File: src/hdl/gst_pkg.sv
// Shared constants, request codes and word types for the group set table.
`default_nettype none
package gst_pkg;

    localparam int TABLE_SLOTS = 16;
    localparam int ID_W        = 16;
    localparam int IDX_W       = (TABLE_SLOTS > 1) ? $clog2(TABLE_SLOTS) : 1;
    localparam int CNT_W       = $clog2(TABLE_SLOTS + 1);

    typedef enum logic [1:0] {
        REQ_ENTER = 2'd0,
        REQ_LEAVE = 2'd1,
        REQ_QUERY = 2'd2
    } req_code_t;

    typedef struct packed {
        logic [1:0]      req_type;
        logic [ID_W-1:0] group_id;
    } in_word_t;

    typedef struct packed {
        logic is_member;
        logic table_full;
        logic was_present;
    } out_word_t;

    typedef struct packed {
        logic             wr_en;
        logic [IDX_W-1:0] wr_addr;
        logic [ID_W-1:0]  wr_data;
        logic [IDX_W-1:0] rd_addr;
    } mem_req_t;

endpackage
`default_nettype wire

File: src/hdl/gst_ram.sv
// Entry store: one write port, one read port with registered read data.
`default_nettype none
module gst_ram (
    input  logic                        clk,
    input  gst_pkg::mem_req_t           mem_req,
    output logic [gst_pkg::ID_W-1:0]    rd_data
);
    import gst_pkg::*;

    logic [ID_W-1:0] entry_mem [TABLE_SLOTS];
    logic [ID_W-1:0] rd_data_reg;

    always_ff @(posedge clk)
    begin
        if (mem_req.wr_en)
        begin
            entry_mem[mem_req.wr_addr] <= mem_req.wr_data;
        end
        rd_data_reg <= entry_mem[mem_req.rd_addr];
    end

    assign rd_data = rd_data_reg;

endmodule
`default_nettype wire

File: src/hdl/gst_ctrl.sv
// Request sequencer: scans the packed entries, inserts, or shifts entries down on leave.
`default_nettype none
module gst_ctrl (
    input  logic                        clk,
    input  logic                        rst_n,
    input  logic                        start,
    input  gst_pkg::in_word_t           request,
    input  logic [gst_pkg::ID_W-1:0]    primary_group,
    input  logic [gst_pkg::ID_W-1:0]    rd_data,
    output gst_pkg::mem_req_t           mem_req,
    output logic                        busy,
    output logic                        done,
    output gst_pkg::out_word_t          result
);
    import gst_pkg::*;

    typedef enum logic [2:0] {
        S_IDLE  = 3'b001,
        S_SCAN  = 3'b010,
        S_SHIFT = 3'b100
    } state_t;

    state_t           state_reg, state_next;
    logic [1:0]       req_reg, req_next;
    logic [ID_W-1:0]  id_reg, id_next;
    logic [CNT_W-1:0] cnt_reg, cnt_next;
    logic [CNT_W-1:0] rd_idx_reg, rd_idx_next;
    logic             pend_reg, pend_next;
    logic [IDX_W-1:0] pend_idx_reg, pend_idx_next;
    logic             done_reg, done_next;
    out_word_t        result_reg, result_next;

    logic hit;
    logic issue;

    assign hit   = pend_reg && (rd_data == id_reg);
    assign issue = rd_idx_reg < cnt_reg;

    always_comb
    begin
        state_next    = state_reg;
        req_next      = req_reg;
        id_next       = id_reg;
        cnt_next      = cnt_reg;
        rd_idx_next   = rd_idx_reg;
        pend_next     = 1'b0;
        pend_idx_next = pend_idx_reg;
        done_next     = 1'b0;
        result_next   = result_reg;
        mem_req       = '0;
        mem_req.rd_addr = rd_idx_reg[IDX_W-1:0];

        unique case (state_reg)
            S_IDLE:
            begin
                if (start)
                begin
                    req_next    = request.req_type;
                    id_next     = request.group_id;
                    rd_idx_next = '0;
                    if (request.req_type == REQ_ENTER || request.req_type == REQ_LEAVE ||
                        request.req_type == REQ_QUERY)
                    begin
                        state_next = S_SCAN;
                    end
                    else
                    begin
                        // unused code: no change, all-zero result
                        done_next   = 1'b1;
                        result_next = '0;
                    end
                end
            end
            S_SCAN:
            begin
                if (hit)
                begin
                    result_next = '0;
                    unique case (req_code_t'(req_reg))
                        REQ_ENTER:
                        begin
                            result_next.was_present = 1'b1;
                            done_next  = 1'b1;
                            state_next = S_IDLE;
                        end
                        REQ_LEAVE:
                        begin
                            // move every later entry down one slot
                            rd_idx_next = CNT_W'(pend_idx_reg) + CNT_W'(1);
                            state_next  = S_SHIFT;
                        end
                        REQ_QUERY:
                        begin
                            result_next.is_member = 1'b1;
                            done_next  = 1'b1;
                            state_next = S_IDLE;
                        end
                        default:
                        begin
                            done_next  = 1'b1;
                            state_next = S_IDLE;
                        end
                    endcase
                end
                else if (!issue && !pend_reg)
                begin
                    result_next = '0;
                    done_next   = 1'b1;
                    state_next  = S_IDLE;
                    unique case (req_code_t'(req_reg))
                        REQ_ENTER:
                        begin
                            if (cnt_reg < CNT_W'(TABLE_SLOTS))
                            begin
                                mem_req.wr_en   = 1'b1;
                                mem_req.wr_addr = cnt_reg[IDX_W-1:0];
                                mem_req.wr_data = id_reg;
                                cnt_next        = cnt_reg + CNT_W'(1);
                            end
                            else
                            begin
                                result_next.table_full = 1'b1;
                            end
                        end
                        REQ_QUERY:
                        begin
                            result_next.is_member = (id_reg == primary_group);
                        end
                        REQ_LEAVE:
                        begin
                            result_next = '0;
                        end
                        default:
                        begin
                            result_next = '0;
                        end
                    endcase
                end
                else if (issue)
                begin
                    rd_idx_next   = rd_idx_reg + CNT_W'(1);
                    pend_next     = 1'b1;
                    pend_idx_next = rd_idx_reg[IDX_W-1:0];
                end
            end
            S_SHIFT:
            begin
                if (pend_reg)
                begin
                    mem_req.wr_en   = 1'b1;
                    mem_req.wr_addr = pend_idx_reg - IDX_W'(1);
                    mem_req.wr_data = rd_data;
                end
                if (issue)
                begin
                    rd_idx_next   = rd_idx_reg + CNT_W'(1);
                    pend_next     = 1'b1;
                    pend_idx_next = rd_idx_reg[IDX_W-1:0];
                end
                else if (!pend_reg)
                begin
                    // drop the last used slot
                    cnt_next    = cnt_reg - CNT_W'(1);
                    result_next = '0;
                    result_next.was_present = 1'b1;
                    done_next   = 1'b1;
                    state_next  = S_IDLE;
                end
            end
            default:
            begin
                state_next = S_IDLE;
            end
        endcase
    end

    always_ff @(posedge clk or negedge rst_n)
    begin
        if (!rst_n)
        begin
            state_reg  <= S_IDLE;
            cnt_reg    <= '0;
            pend_reg   <= 1'b0;
            done_reg   <= 1'b0;
        end
        else
        begin
            state_reg  <= state_next;
            cnt_reg    <= cnt_next;
            pend_reg   <= pend_next;
            done_reg   <= done_next;
        end
    end

    always_ff @(posedge clk)
    begin
        req_reg      <= req_next;
        id_reg       <= id_next;
        rd_idx_reg   <= rd_idx_next;
        pend_idx_reg <= pend_idx_next;
        result_reg   <= result_next;
    end

    assign busy   = (state_reg != S_IDLE);
    assign done   = done_reg;
    assign result = result_reg;

    a_cnt_range: assert property (@(posedge clk) disable iff (!rst_n)
        cnt_reg <= CNT_W'(TABLE_SLOTS))
        else $error("fill count beyond table size");

    a_full_only_when_full: assert property (@(posedge clk) disable iff (!rst_n)
        done_reg && result_reg.table_full |-> cnt_reg == CNT_W'(TABLE_SLOTS))
        else $error("full reported with an empty slot");

    a_write_when_busy: assert property (@(posedge clk) disable iff (!rst_n)
        mem_req.wr_en |-> state_reg != S_IDLE)
        else $error("entry write while idle");

    a_cnt_step: assert property (@(posedge clk) disable iff (!rst_n)
        cnt_reg != $past(cnt_reg) |->
            (cnt_reg == $past(cnt_reg) + CNT_W'(1)) || (cnt_reg == $past(cnt_reg) - CNT_W'(1)))
        else $error("fill count moved by more than one");

endmodule
`default_nettype wire

File: src/hdl/group_set_table.sv
// Top level of the group set table: config register, sequencer and entry store.
//
// Each request (enter, leave, query) gives one result word, strobed by done for one
// cycle; the receiver cannot stall it. A request is taken when start is high and busy
// is low. A request scans the used slots of the entry store, one slot read per cycle
// from its one read port with registered read data, and a leave that finds its entry
// adds a shift pass of one move per later entry. An unused request code answers with
// all zeros. The table is empty after reset with no clearing pass; primary_group may
// be written at any idle time and is always ready.
`default_nettype none
module group_set_table (
    input  logic                        clk,
    input  logic                        rst_n,
    input  logic                        start,
    input  gst_pkg::in_word_t           request,
    output logic                        busy,
    output logic                        done,
    output gst_pkg::out_word_t          result,
    input  logic                        cfg_valid,
    output logic                        cfg_ready,
    input  logic [gst_pkg::ID_W-1:0]    cfg_data
);
    import gst_pkg::*;

    logic [ID_W-1:0] primary_reg;
    logic [ID_W-1:0] rd_data;
    mem_req_t        mem_req;

    assign cfg_ready = 1'b1;

    always_ff @(posedge clk or negedge rst_n)
    begin
        if (!rst_n)
        begin
            primary_reg <= '0;
        end
        else if (cfg_valid && cfg_ready)
        begin
            primary_reg <= cfg_data;
        end
    end

    gst_ctrl u_ctrl (
        .clk           (clk),
        .rst_n         (rst_n),
        .start         (start),
        .request       (request),
        .primary_group (primary_reg),
        .rd_data       (rd_data),
        .mem_req       (mem_req),
        .busy          (busy),
        .done          (done),
        .result        (result)
    );

    gst_ram u_ram (
        .clk     (clk),
        .mem_req (mem_req),
        .rd_data (rd_data)
    );

endmodule
`default_nettype wire

File: config.mk
export PLATFORM = sky130hd
export DESIGN_NAME = group_set_table
export DESIGN_NICKNAME = d
export VERILOG_FILES = /design/src/hdl/gst_pkg.sv /design/src/hdl/gst_ram.sv /design/src/hdl/gst_ctrl.sv /design/src/hdl/group_set_table.sv
export SDC_FILE = /design/constraint.sdc
export NUM_CORES = 1
export LEC_CHECK = 0
export BUFFER_PORTS_ARGS = -buffer_cell sky130_fd_sc_hd__buf_2
export CORE_ASPECT_RATIO = 0.8
export CORE_UTILIZATION = 50
export DETAILED_ROUTE_END_ITERATION = 12
export PLACE_DENSITY = 0.66
export SYNTH_ARGS = -nofsm -noshare
export SYNTH_HDL_FRONTEND = slang
export SYNTH_HIERARCHICAL = 1
export SYNTH_SLANG_ARGS = --single-unit
File: constraint.sdc
create_clock -name clk -period 8.5 [get_ports clk]
set_clock_uncertainty 0.15 [all_clocks]
set_input_delay 0.85 -clock clk [delete_from_list [all_inputs] [get_ports clk]]
set_output_delay 0.85 -clock clk [all_outputs]
set_load 0.05 [all_outputs]
Word level (Yosys, flattened, before mapping)
Memories as Yosys holds them, arrays and structs flattened. A register that Yosys moved wholly into a read port is not among the register bits.
Index checks and enable logic that the tools add are counted.
{"block": "op_classes", "n_addsub": 5, "n_mul": 0, "div": 0, "n_lt_le_gt_ge": 2, "eq_ne": 23, "shifts": 0, "muxes": 55, "bitwise_logic": 0, "reduce_logical": 16}
{"op": "2-to-1 mux 21 bit", "count": 5}
{"op": "2-to-1 mux 5 bit", "count": 11}
{"op": "case mux 21 bit (2 select lines)", "count": 1}
{"op": "2-to-1 mux 3 bit", "count": 11}
{"op": "== test 16 bit", "count": 2}
{"op": "case mux 3 bit (3 select lines)", "count": 2}
{"op": "2-to-1 mux 1 bit", "count": 17}
{"op": "case mux 5 bit (3 select lines)", "count": 1}
{"op": "inequality test 2 bit (second input constant)", "count": 7}
{"op": "2-to-1 mux 4 bit", "count": 3}
{"op": "adder 5 x 1 -> 5 bit (second input constant)", "count": 2}
{"op": "case mux 5 bit (2 select lines)", "count": 1}
{"op": "case mux 4 bit (2 select lines)", "count": 1}
{"op": "AND reduction 7 bit", "count": 1}
{"op": "inequality test 2 x 1 -> 1 bit (second input constant)", "count": 3}
{"op": "inequality test 3 x 1 -> 1 bit (second input constant)", "count": 2}
{"op": "AND reduction 6 bit", "count": 1}
{"op": "adder 4 x 1 -> 5 bit (second input constant)", "count": 1}
{"op": "< comparator 5 bit", "count": 1}
{"op": "< comparator 5 bit (second input constant)", "count": 1}
{"op": "AND reduction 5 bit", "count": 1}
{"op": "subtractor 5 x 1 -> 5 bit (second input constant)", "count": 1}
{"op": "== test 2 x 1 -> 1 bit (second input constant)", "count": 2}
{"op": "== test 2 bit (second input constant)", "count": 2}
{"op": "17 further kinds", "count": 21}
{"block": "word_totals", "register_bits": 56, "latch_bits": 0, "mem_bits_rw": 256, "rom_bits": 0, "out_inout_bits": 6, "word_cells": 114, "n_memories": 1}
{"memory": "u_ram.entry_mem", "words": 16, "width": 16, "rd": 1, "rd_ports_with_merged_regs": 1, "wr": 1, "line": "gst_ram.sv:10", "source": "logic [ID_W-1:0] entry_mem [TABLE_SLOTS];"}

Longest topological paths before layout
Gate-level depths: netlist (run 1).
{"block": "logic_depth", "ltp_word": 8, "depth_mapped": 11, "mapped_depth_nobuf": 10}

By module
Netlist (run 1), hierarchy kept.
{"module": "gst_ram", "instances": 1, "cells_each": 432, "area_per_inst_um2": 10042.1, "seq_area_each_um2": 8007.7}
{"module": "gst_ctrl", "instances": 1, "cells_each": 230, "area_per_inst_um2": 2553.7, "seq_area_each_um2": 1152.4}
{"module": "group_set_table", "instances": 1, "cells_each": 36, "area_per_inst_um2": 660.6, "seq_area_each_um2": 400.4}

Least setup slack after synthesis (run 1)
Ideal clock, no wire load.
{"block": "synth_path", "path_kind": "reg2reg", "from": "register u_ctrl.rd_idx_reg[3]", "to": "memory u_ram.entry_mem[0][0] (enable)", "setup_ns": 0.409, "arrival_time_ns": 3.566, "required_time_ns": 7.941, "setup_slack_ns": 4.374, "path_stages_with_launch": 11, "path_cell_list": "edfxtp_1 ha_1 a21o_1 a21oi_1 o21ai_1 nand2b_1 nor3_2 buf_2 a22o_1 or3b_2 nor3_1"}
{"element": "from (decl)", "line": "gst_ctrl.sv:27", "source": "logic [CNT_W-1:0] rd_idx_reg, rd_idx_next;"}
{"element": "from (signal assigned)", "line": "gst_ctrl.sv:199", "source": "rd_idx_reg <= rd_idx_next;"}
{"element": "to (decl)", "line": "gst_ram.sv:10"}

==> flow_summary.json, run 1 <==
{
  "status": "completed",
  "drt-total-wl_um": 29300,
  "power_density_mw_per_mm2": 238,
  "syn_avg_cell_area_sq_um": 19.0,
  "clockBufferDepth": 3,
  "tns_ns": 0,
  "whs_ns": 0.169,
  "fmax_mhz": 219,
  "largest_reg_flops": 256,
  "crit_fanout": 69,
  "synth_nets": 747,
  "worstSkewPairLatency_ns": 0.56,
  "portBuffers": 42,
  "period_needed_ns": 4.56,
  "wl_per_cell_um": 26.0,
  "rows": 52,
  "hpwlAfterDp_um": 19100,
  "critPathKind": "reg -> reg",
  "setup_viol": 0,
  "async_flop_share": 0.0793,
  "ctsResizeCount": 0,
  "fill_cells": 1935,
  "cts-root-buf": "clkbuf_16",
  "dieArea_sq_mm": 0.0272,
  "synth_area_sq_mm": 0.0133,
  "cts_setup_buffers": 0,
  "final_common_cell": "edfxtp_1",
  "vias": 6696,
  "leakage_nw": 4.88,
  "grt_usage": 0.223,
  "grt_pass1_vias": 6604,
  "postCtsHoldBufs": 0,
  "drcViolationCount": 0,
  "worst_slew_pin_slew_ns": 1.30,
  "antenna_found_initial": 0,
  "antenna_left": 0,
  "top_level_ports": 44,
  "grt_overflow_total": 0,
  "cts_tree": "built",
  "cts_buffers": 31,
  "via_per_inst": 5.95,
  "worst_path_max_delay_cell": "nor2_2",
  "path_clk_slew_ns": 0.06,
  "ys_seq_elements": 328,
  "yosysWarningCount": 6,
  "ys_seq_area_frac": 0.721,
  "synth_top_flop_cell": "edfxtp_1",
  "grt_pass1_wl_um": 43100,
  "final_cell_mix": "286 x edfxtp_1, 54 x mux4_2, 42 x buf_2, 32 x a22oi_1",
  "hp-class": "in -> async",
  "layout-drive-gt1-share": 0.256,
  "ys_types": 57,
  "die_h_um": 148,
  "gp_congestion": 0.859,
  "finalHoldViolCount": 0,
  "drt_iter0_drc": 709,
  "cp-end-kind": "register",
  "h-tree-depth": 1,
  "timing.rr.end": "u_ram/entry_mem[3][8]",
  "max_stage_delay_ns": 0.75,
  "syn_inst": 698,
  "arrival_ns": 4.58,
  "grt_max_degree": 70,
  "crit_top_cell": "buf_4",
  "cp_cell_sequence": "buf_4, ha_1, a21oi_1, o21ai_1, nand2b_1, nor3_2, buf_4, or2_1, or3b_2, nor2_2",
  "slew-limit-headroom": 0.128,
  "syn_to_final_growth_pct": 12.2,
  "ff2ff_setup_slack_ns": 3.94,
  "max-cap-violations": 0,
  "fin_nets": 797,
  "drv_slew": 0,
  "clkSinkCount": 328,
  "crit_required_ns": 8.52,
  "ir_drop_v": 0.000193,
  "first_pass_iters": 5,
  "rsz0062_at_grt": "false",
  "reg2reg_depth": 10,
  "cp-start-kind": "register",
  "synth_edf_count": 286,
  "timing.rr.start": "u_ctrl/rd_idx_reg[1]",
  "initial_core_util": 0.517,
  "largest-register": "u_ram/entry_mem",
  "core_sq_mm": 0.0256,
  "die_w_um": 184,
  "period_share": 0.537
}
[cells by family after synthesis]
family	count (synthesis)	share of synthesized area
compound gates	90	0.0511
xor+xnor	45	0.0297
fa+ha+maj	11	0.0109
buf+inv	45	0.0201
flops	328	0.721
mux	81	0.129
other cells	1	0.000283
simple gates	97	0.0378
[cells in the mapped netlist (all sizes together), types with 4 or more instances]
cell,n,area share
a21oi,10,0.0043
a22o,20,0.013
a22oi,32,0.018
buf,24,0.014
clkbuf,10,0.0028
dfrtp,25,0.047
dfxtp,16,0.024
edfxtp,286,0.65
ha,10,0.0094
inv,11,0.0031
mux2,17,0.017
mux4,64,0.11
nand2,31,0.0088
nand2b,5,0.0024
nand3,4,0.0015
nor2,20,0.0057
nor2b,4,0.0019
nor3,7,0.0030
nor4,7,0.0038
o211ai,4,0.0023
o21ai,12,0.0045
xnor2,15,0.0099
xor2,30,0.020
[power by group]
group | internal [mW] | switching (mW) | total [mW]
clock network | 0.859 | 0.573 | 1.43
registers | 1.78 | 0.0416 | 1.82
logic | 0.122 | 0.162 | 0.284
[through the flow]
stage	utilization	setup WS, ns	instances	total power, mW	area [sq um]
2_1_floorplan	-	4.37	698	2.05	13300
3_3_place_gp	0.538	3.79	1065	2.13	13800
5_1_grt	0.580	3.68	1124	3.64	14900
4_1_cts	0.580	3.63	1123	3.56	14900
3_5_place_dp	0.538	3.66	1065	2.13	13800
6_report	0.580	3.94	1125	3.54	14900
[critical path, delay by kind of cell (launching register included)]
kind | cells | cell delay [ns]
adder cells (fa/ha/maj) | 1 | 0.27
buffers and inverters | 2 | 0.98
AND/OR/NAND/NOR | 5 | 1.85
AO/OA/AOI/OAI | 2 | 0.57
flip-flops | 1 | 0.32
[layout make-up]
| type | count | area [sq um] | area share |
|---|---|---|---|
| Sequential cell | 328 | 9560 | 0.643 |
| Multi-Input combinational cell | 325 | 3480 | 0.234 |
| Clock buffer | 44 | 865 | 0.0581 |
| Tap cell | 351 | 439 | 0.0295 |
| Timing Repair Buffer | 51 | 284 | 0.0191 |
| Clock inverter | 14 | 205 | 0.0138 |
| Inverter | 11 | 41.3 | 0.00278 |
| Antenna cell | 1 | 2.50 | 0.000168 |
[worst max path at each step]
stage	cells after the start	startpoint	end	slack, ns
3_3_place_gp	10	u_ctrl/rd_idx_reg[1]	u_ram/entry_mem[0][12]	3.79
2_1_floorplan	10	u_ctrl/rd_idx_reg[3]	u_ram/entry_mem[0][0]	4.37
5_1_grt	10	u_ctrl/rd_idx_reg[1]	u_ram/entry_mem[1][10]	3.68
6_report	10	u_ctrl/rd_idx_reg[1]	u_ram/entry_mem[3][8]	3.94
4_1_cts	10	u_ctrl/rd_idx_reg[1]	u_ram/entry_mem[0][10]	3.63
3_5_place_dp	10	u_ctrl/rd_idx_reg[1]	u_ram/entry_mem[0][13]	3.66
[metal layers]
metal,up-vias,track usage,routed length (um),share of wire
met5,-,0.0255,91,0.0031
met1,3493,0.357,13400,0.46
met3,41,0.0350,2330,0.079
met4,2,0.0488,549,0.019
met2,257,0.321,12900,0.44
li1,2903,-,-,-
(Power assumes the default switching activity.)
==> run 2, diff against run 1 <==
--- a/config.mk
+++ b/config.mk
@@ -9,7 +9,7 @@
 export CORE_ASPECT_RATIO = 0.8
 export CORE_UTILIZATION = 50
 export DETAILED_ROUTE_END_ITERATION = 12
-export PLACE_DENSITY = 0.66
+export PLACE_DENSITY = 0.69
 export SYNTH_ARGS = -nofsm -noshare
 export SYNTH_HDL_FRONTEND = slang
 export SYNTH_HIERARCHICAL = 1
==> constraint.sdc (replaced) <==
create_clock -name clk -period 3.8 [get_ports clk]
set_clock_uncertainty 0.15 [all_clocks]
set_input_delay 0.38 -clock clk [delete_from_list [all_inputs] [get_ports clk]]
set_output_delay 0.38 -clock clk [all_outputs]
set_load 0.05 [all_outputs]
==> flow_summary.json, run 2 (synthesized netlist as in run 1, its figures left out) <==
{
  "status": "completed",
  "slew-limit-headroom": 0.260,
  "crit_required_ns": 3.87,
  "syn_to_final_growth_pct": 15.2,
  "grt_pass1_vias": 6966,
  "dpl-instance-area_sq_mm": 0.0140,
  "n_antenna_cell": 0,
  "largest-register": "u_ram/entry_mem",
  "gp_congestion": 0.855,
  "vias": 6923,
  "grt_max_degree": 69,
  "critPathKind": "reg -> reg",
  "antenna_found_initial": 0,
  "drv_slew": 0,
  "final_common_cell": "edfxtp_1",
  "arrival_ns": 3.52,
  "fill_cells": 1902,
  "worst_slew_pin_slew_ns": 1.11,
  "portBuffers": 42,
  "timing.rr.start": "u_ctrl/rd_idx_reg[3]",
  "max-cap-violations": 0,
  "path_clk_slew_ns": 0.06,
  "drcViolationCount": 0,
  "leakage_nw": 5.09,
  "dieArea_sq_mm": 0.0272,
  "drt-total-wl_um": 28100,
  "via_per_inst": 5.87,
  "grt_pass1_wl_um": 42800,
  "rsz0062_at_grt": "false",
  "cts_tree": "built",
  "hpwlAfterDp_um": 17800,
  "hold_path_end": "u_ctrl/done",
  "fin_nets": 855,
  "hp-class": "in -> reg",
  "crit_fanout": 16,
  "layout-drive-gt1-share": 0.257,
  "reg2reg_depth": 10,
  "first_pass_iters": 5,
  "wl_per_cell_um": 23.8,
  "postCtsHoldBufs": 35,
  "setup_viol": 0,
  "cts-root-buf": "clkbuf_16",
  "initial_core_util": 0.517,
  "cts_buffers": 30,
  "die_w_um": 184,
  "grt_usage": 0.213,
  "grt_overflow_total": 0,
  "largest_reg_flops": 256,
  "drt_iter0_drc": 748,
  "final_area_sq_mm": 0.0153,
  "final_cells": 1180,
  "dp_cells": 1090,
  "regArea_sq_mm": 0.00956,
  "holdPathStages": 3,
  "final_cell_mix": "286 x edfxtp_1, 54 x mux4_2, 42 x buf_2, 35 x dlygate4sd3_1, 33 x buf_4",
  "timing.rr.end": "u_ram/entry_mem[1][1]",
  "fin_util": 0.596,
  "h-tree-depth": 1,
  "top_level_ports": 44,
  "ctsResizeCount": 0,
  "power_density_mw_per_mm2": 500,
  "cts_setup_buffers": 0,
  "ir_drop_v": 0.000409,
  "clkSinkCount": 328,
  "cp-end-kind": "register",
  "rows": 52,
  "clockBufferDepth": 3,
  "tns_ns": 0,
  "die_h_um": 148,
  "core_sq_mm": 0.0256,
  "period_share": 0.907,
  "finalHoldViolCount": 0,
  "cp-start-kind": "register",
  "worstSkewPairLatency_ns": 0.56,
  "min-delay-start": "start",
  "period_needed_ns": 3.45,
  "antenna_left": 0,
  "fmax_mhz": 290,
  "multi_input_area_sq_mm": 0.00348,
  "ff2ff_setup_slack_ns": 0.35
}
==> run 2: changes by cell type in the layout (fill, tap and decap cells not counted), moves of 2 or more <==
cell           delta
clkbuf_8          -5
clkinvlp_4        -3
buf_4            +25
clkinv_1          +6
bufinv_16         -2
dlygate4sd3_1    +35
==> run 2: critical path: stages (launching register included) <==
cell and delay (ns):
edfxtp_1 0.50, ha_1 0.35, a21o_1 0.19, a21oi_1 0.27
o21ai_1 0.16, nand2b_1 0.16, nor3_2 0.11, a22o_1 0.28
or3b_2 0.55, nor2_2 0.10, buf_4 0.28
==> run 2: worst max-delay path by stage <==
stage | start | to | slack [ns]
global placement | u_ctrl/rd_idx_reg[3] | u_ram/entry_mem[1][9] | 0.50
global route | u_ctrl/rd_idx_reg[3] | u_ram/entry_mem[1][1] | 0.25
floorplan | u_ctrl/rd_idx_reg[3] | u_ram/entry_mem[8][0] | 0.03
CTS | u_ctrl/rd_idx_reg[3] | u_ram/entry_mem[1][1] | 0.40
detailed placement | u_ctrl/rd_idx_reg[3] | u_ram/entry_mem[1][8] | 0.42
finish | u_ctrl/rd_idx_reg[3] | u_ram/entry_mem[1][1] | 0.35
==> run 2: layout make-up <==
| cell class | count | area share |
|---|---|---|
| Multi-Input combinational cell | 325 | 0.228 |
| Timing Repair Buffer | 110 | 0.0529 |
| Clock buffer | 39 | 0.0514 |
| Tap cell | 351 | 0.0288 |
| Sequential cell | 328 | 0.626 |
| Clock inverter | 16 | 0.0103 |
| Inverter | 11 | 0.00270 |
==> run 2: metrics by stage <==
step	hold WS [ns]	setup slack [ns]	total power, mW
detailed placement	0.280	0.423	4.77
global route	0.0966	0.250	7.88
global placement	0.277	0.502	4.76
finish	0.0728	0.355	7.63
floorplan	-0.0656	0.0275	4.59
CTS	0.0492	0.402	7.68
==> run 2: report_power, final <==
group,switching [mW],total [mW],internal (mW)
logic,0.351,0.653,0.302
registers,0.104,4.08,3.98
clock network,1.25,2.90,1.65
==> run 2: routing by layer <==
layer / vias up / wire length, um / global-route usage
met3: 41 / 1700 / 0.0308
met5: - / 0 / 0
met2: 258 / 13100 / 0.325
li1: 3015 / - / -
met4: 0 / 527 / 0.0467
met1: 3609 / 12800 / 0.329
==> run 3, diff against run 2 <==
--- a/config.mk
+++ b/config.mk
@@ -5,11 +5,12 @@
 export SDC_FILE = /design/constraint.sdc
 export NUM_CORES = 1
 export LEC_CHECK = 0
-export BUFFER_PORTS_ARGS = -buffer_cell sky130_fd_sc_hd__buf_2
+export BUFFER_PORTS_ARGS = -buffer_cell sky130_fd_sc_hd__buf_4
 export CORE_ASPECT_RATIO = 0.8
 export CORE_UTILIZATION = 50
 export DETAILED_ROUTE_END_ITERATION = 12
 export PLACE_DENSITY = 0.69
+export RECOVER_POWER = 100
 export SYNTH_ARGS = -nofsm -noshare
 export SYNTH_HDL_FRONTEND = slang
 export SYNTH_HIERARCHICAL = 1
==> flow_summary.json, run 3 (synthesized netlist as in run 1, its figures left out) <==
{
  "status": "finished, violations left",
  "violations": "max-capacitance violations, max-slew violations",
  "cts_setup_buffers": 0,
  "dieArea_sq_mm": 0.0272,
  "portBuffers": 42,
  "tns_ns": 0,
  "hp-class": "in -> reg",
  "gp_congestion": 0.897,
  "timing.rr.start": "u_ctrl/rd_idx_reg[3]",
  "initial_core_util": 0.517,
  "leakage_nw": 5.05,
  "finalHoldViolCount": 0,
  "cp.depth": 10,
  "path_buf_inv": 1,
  "crit_fanout": 8,
  "top_level_ports": 44,
  "max-cap-violations": 3,
  "period_share": 0.935,
  "critPathKind": "reg -> reg",
  "layout-drive-gt1-share": 0.228,
  "worst_path_max_delay_cell": "or3b_2",
  "cpLargestDelayFamily": "simple AND/OR/NAND/NOR gates",
  "crit_required_ns": 3.89,
  "grt_overflow_total": 0,
  "largest-register": "u_ram/entry_mem",
  "timing.rr.end": "u_ram/entry_mem[0][7]",
  "ir_drop_v": 0.000445,
  "cp-start-kind": "register",
  "largest_reg_flops": 256,
  "syn_to_final_growth_pct": 15.3,
  "first_pass_iters": 5,
  "grtUsageMet1": 0.318,
  "final_common_cell": "edfxtp_1",
  "drt_iter0_drc": 727,
  "final_cells": 1179,
  "cts_buffers": 30,
  "drt-total-wl_um": 28800,
  "fmax_mhz": 281,
  "antenna_found_initial": 0,
  "grt_pass1_wl_um": 43300,
  "period_needed_ns": 3.55,
  "worst_slew_pin_slew_ns": 1.85,
  "ff2ff_setup_slack_ns": 0.25,
  "dpl-instance-area_sq_mm": 0.0141,
  "grt_busiest_layer": "met2",
  "startpoint": "u_ctrl/rd_idx_reg[3]",
  "fin_nets": 855,
  "die_h_um": 148,
  "clockBufferDepth": 3,
  "n_antenna_cell": 0,
  "antenna_left": 0,
  "clkSinkCount": 328,
  "path_clk_slew_ns": 0.06,
  "grt_max_degree": 66,
  "cts-root-buf": "clkbuf_16",
  "cp_cell_sequence": "ha_1, a21o_1, a21oi_1, o21ai_1, nand2b_1, nor3_2, a22o_1, or3b_2, nor3_1, clkbuf_2",
  "final_area_sq_mm": 0.0153,
  "use_met2": 0.337,
  "worstSkewPairLatency_ns": 0.57,
  "dp_cells": 1090,
  "cts_tree": "built",
  "max_stage_delay_ns": 0.54,
  "via_per_inst": 5.83,
  "postCtsHoldBufs": 35,
  "power_density_mw_per_mm2": 502,
  "ctsResizeCount": 0,
  "grt_usage": 0.218,
  "slew-limit-headroom": -0.233,
  "rows": 52,
  "rsz0062_at_grt": "false",
  "hpwlAfterDp_um": 18400,
  "setup_viol": 0,
  "vias": 6875,
  "arrival_ns": 3.64,
  "drcViolationCount": 0,
  "core_sq_mm": 0.0256,
  "drv_slew": 102,
  "grt_use_met3": 0.0483,
  "die_w_um": 184,
  "grt_pass1_vias": 7017,
  "final_cell_mix": "286 x edfxtp_1, 54 x mux4_2, 35 x dlygate4sd3_1, 32 x clkbuf_4, 32 x a22oi_1",
  "h-tree-depth": 1,
  "reg2reg_depth": 10,
  "wl_per_cell_um": 24.4,
  "endpoint": "u_ram/entry_mem[0][7]",
  "cp-end-kind": "register"
}
## run 3: worst min-delay path by stage
stage / from / cells past startpoint / slack [ns] / to
after global placement: rst_n / 1 / 0.17 / u_ctrl/pend_reg
after global routing: cfg_valid / 2 / 0.10 / primary_reg[5]
after floorplan: rst_n / 0 / -0.07 / primary_reg[0]
after detailed placement: rst_n / 1 / 0.18 / u_ctrl/state_reg[2]
after CTS: start / 3 / 0.09 / u_ctrl/done
final: start / 3 / 0.12 / u_ctrl/done
## run 3: area by class of cell
class                      instances  area, sq um
tap                              351          439
clock buffer                      35          769
inverter                          11         41.3
sequential                       328         9560
clock inverter                    19          188
timing repair buffer             110          868
fill                            1851        10300
multi-input combinational        325         3420
## run 3: worst reg2reg max path, delay by kind of cell (launching register included)
family,cells,cell delay [ns]
buffers and inverters,1,0.28
and+or+nand+nor,4,1.09
adders and majority gates,1,0.36
AOI/OAI and AO/OA,4,0.88
DFF,1,0.49
## run 3: metal layers
metal | vias to the layer above | wire [um]
li1 | 3019 | -
met1 | 3549 | 12500
met2 | 258 | 13600
met3 | 49 | 2060
met4 | 0 | 583
met5 | - | 0
## run 3: through the flow
stage	util	hold slack (ns)	setup slack, ns	total power [mW]
after floorplan	-	-0.0656	0.0275	4.59
after global placement	0.551	0.166	0.389	4.77
after detailed placement	0.551	0.176	0.282	4.78
after CTS	0.602	0.0866	0.262	7.73
after global routing	0.596	0.104	0.0333	7.92
final	0.596	0.115	0.246	7.67
## run 3: power breakdown
| part | switching (mW) | internal, mW | total [mW] |
|---|---|---|---|
| combinational | 0.356 | 0.312 | 0.668 |
| clock | 1.28 | 1.65 | 2.94 |
| sequential | 0.0928 | 3.98 | 4.07 |
| total | 1.73 | 5.94 | 7.67 |
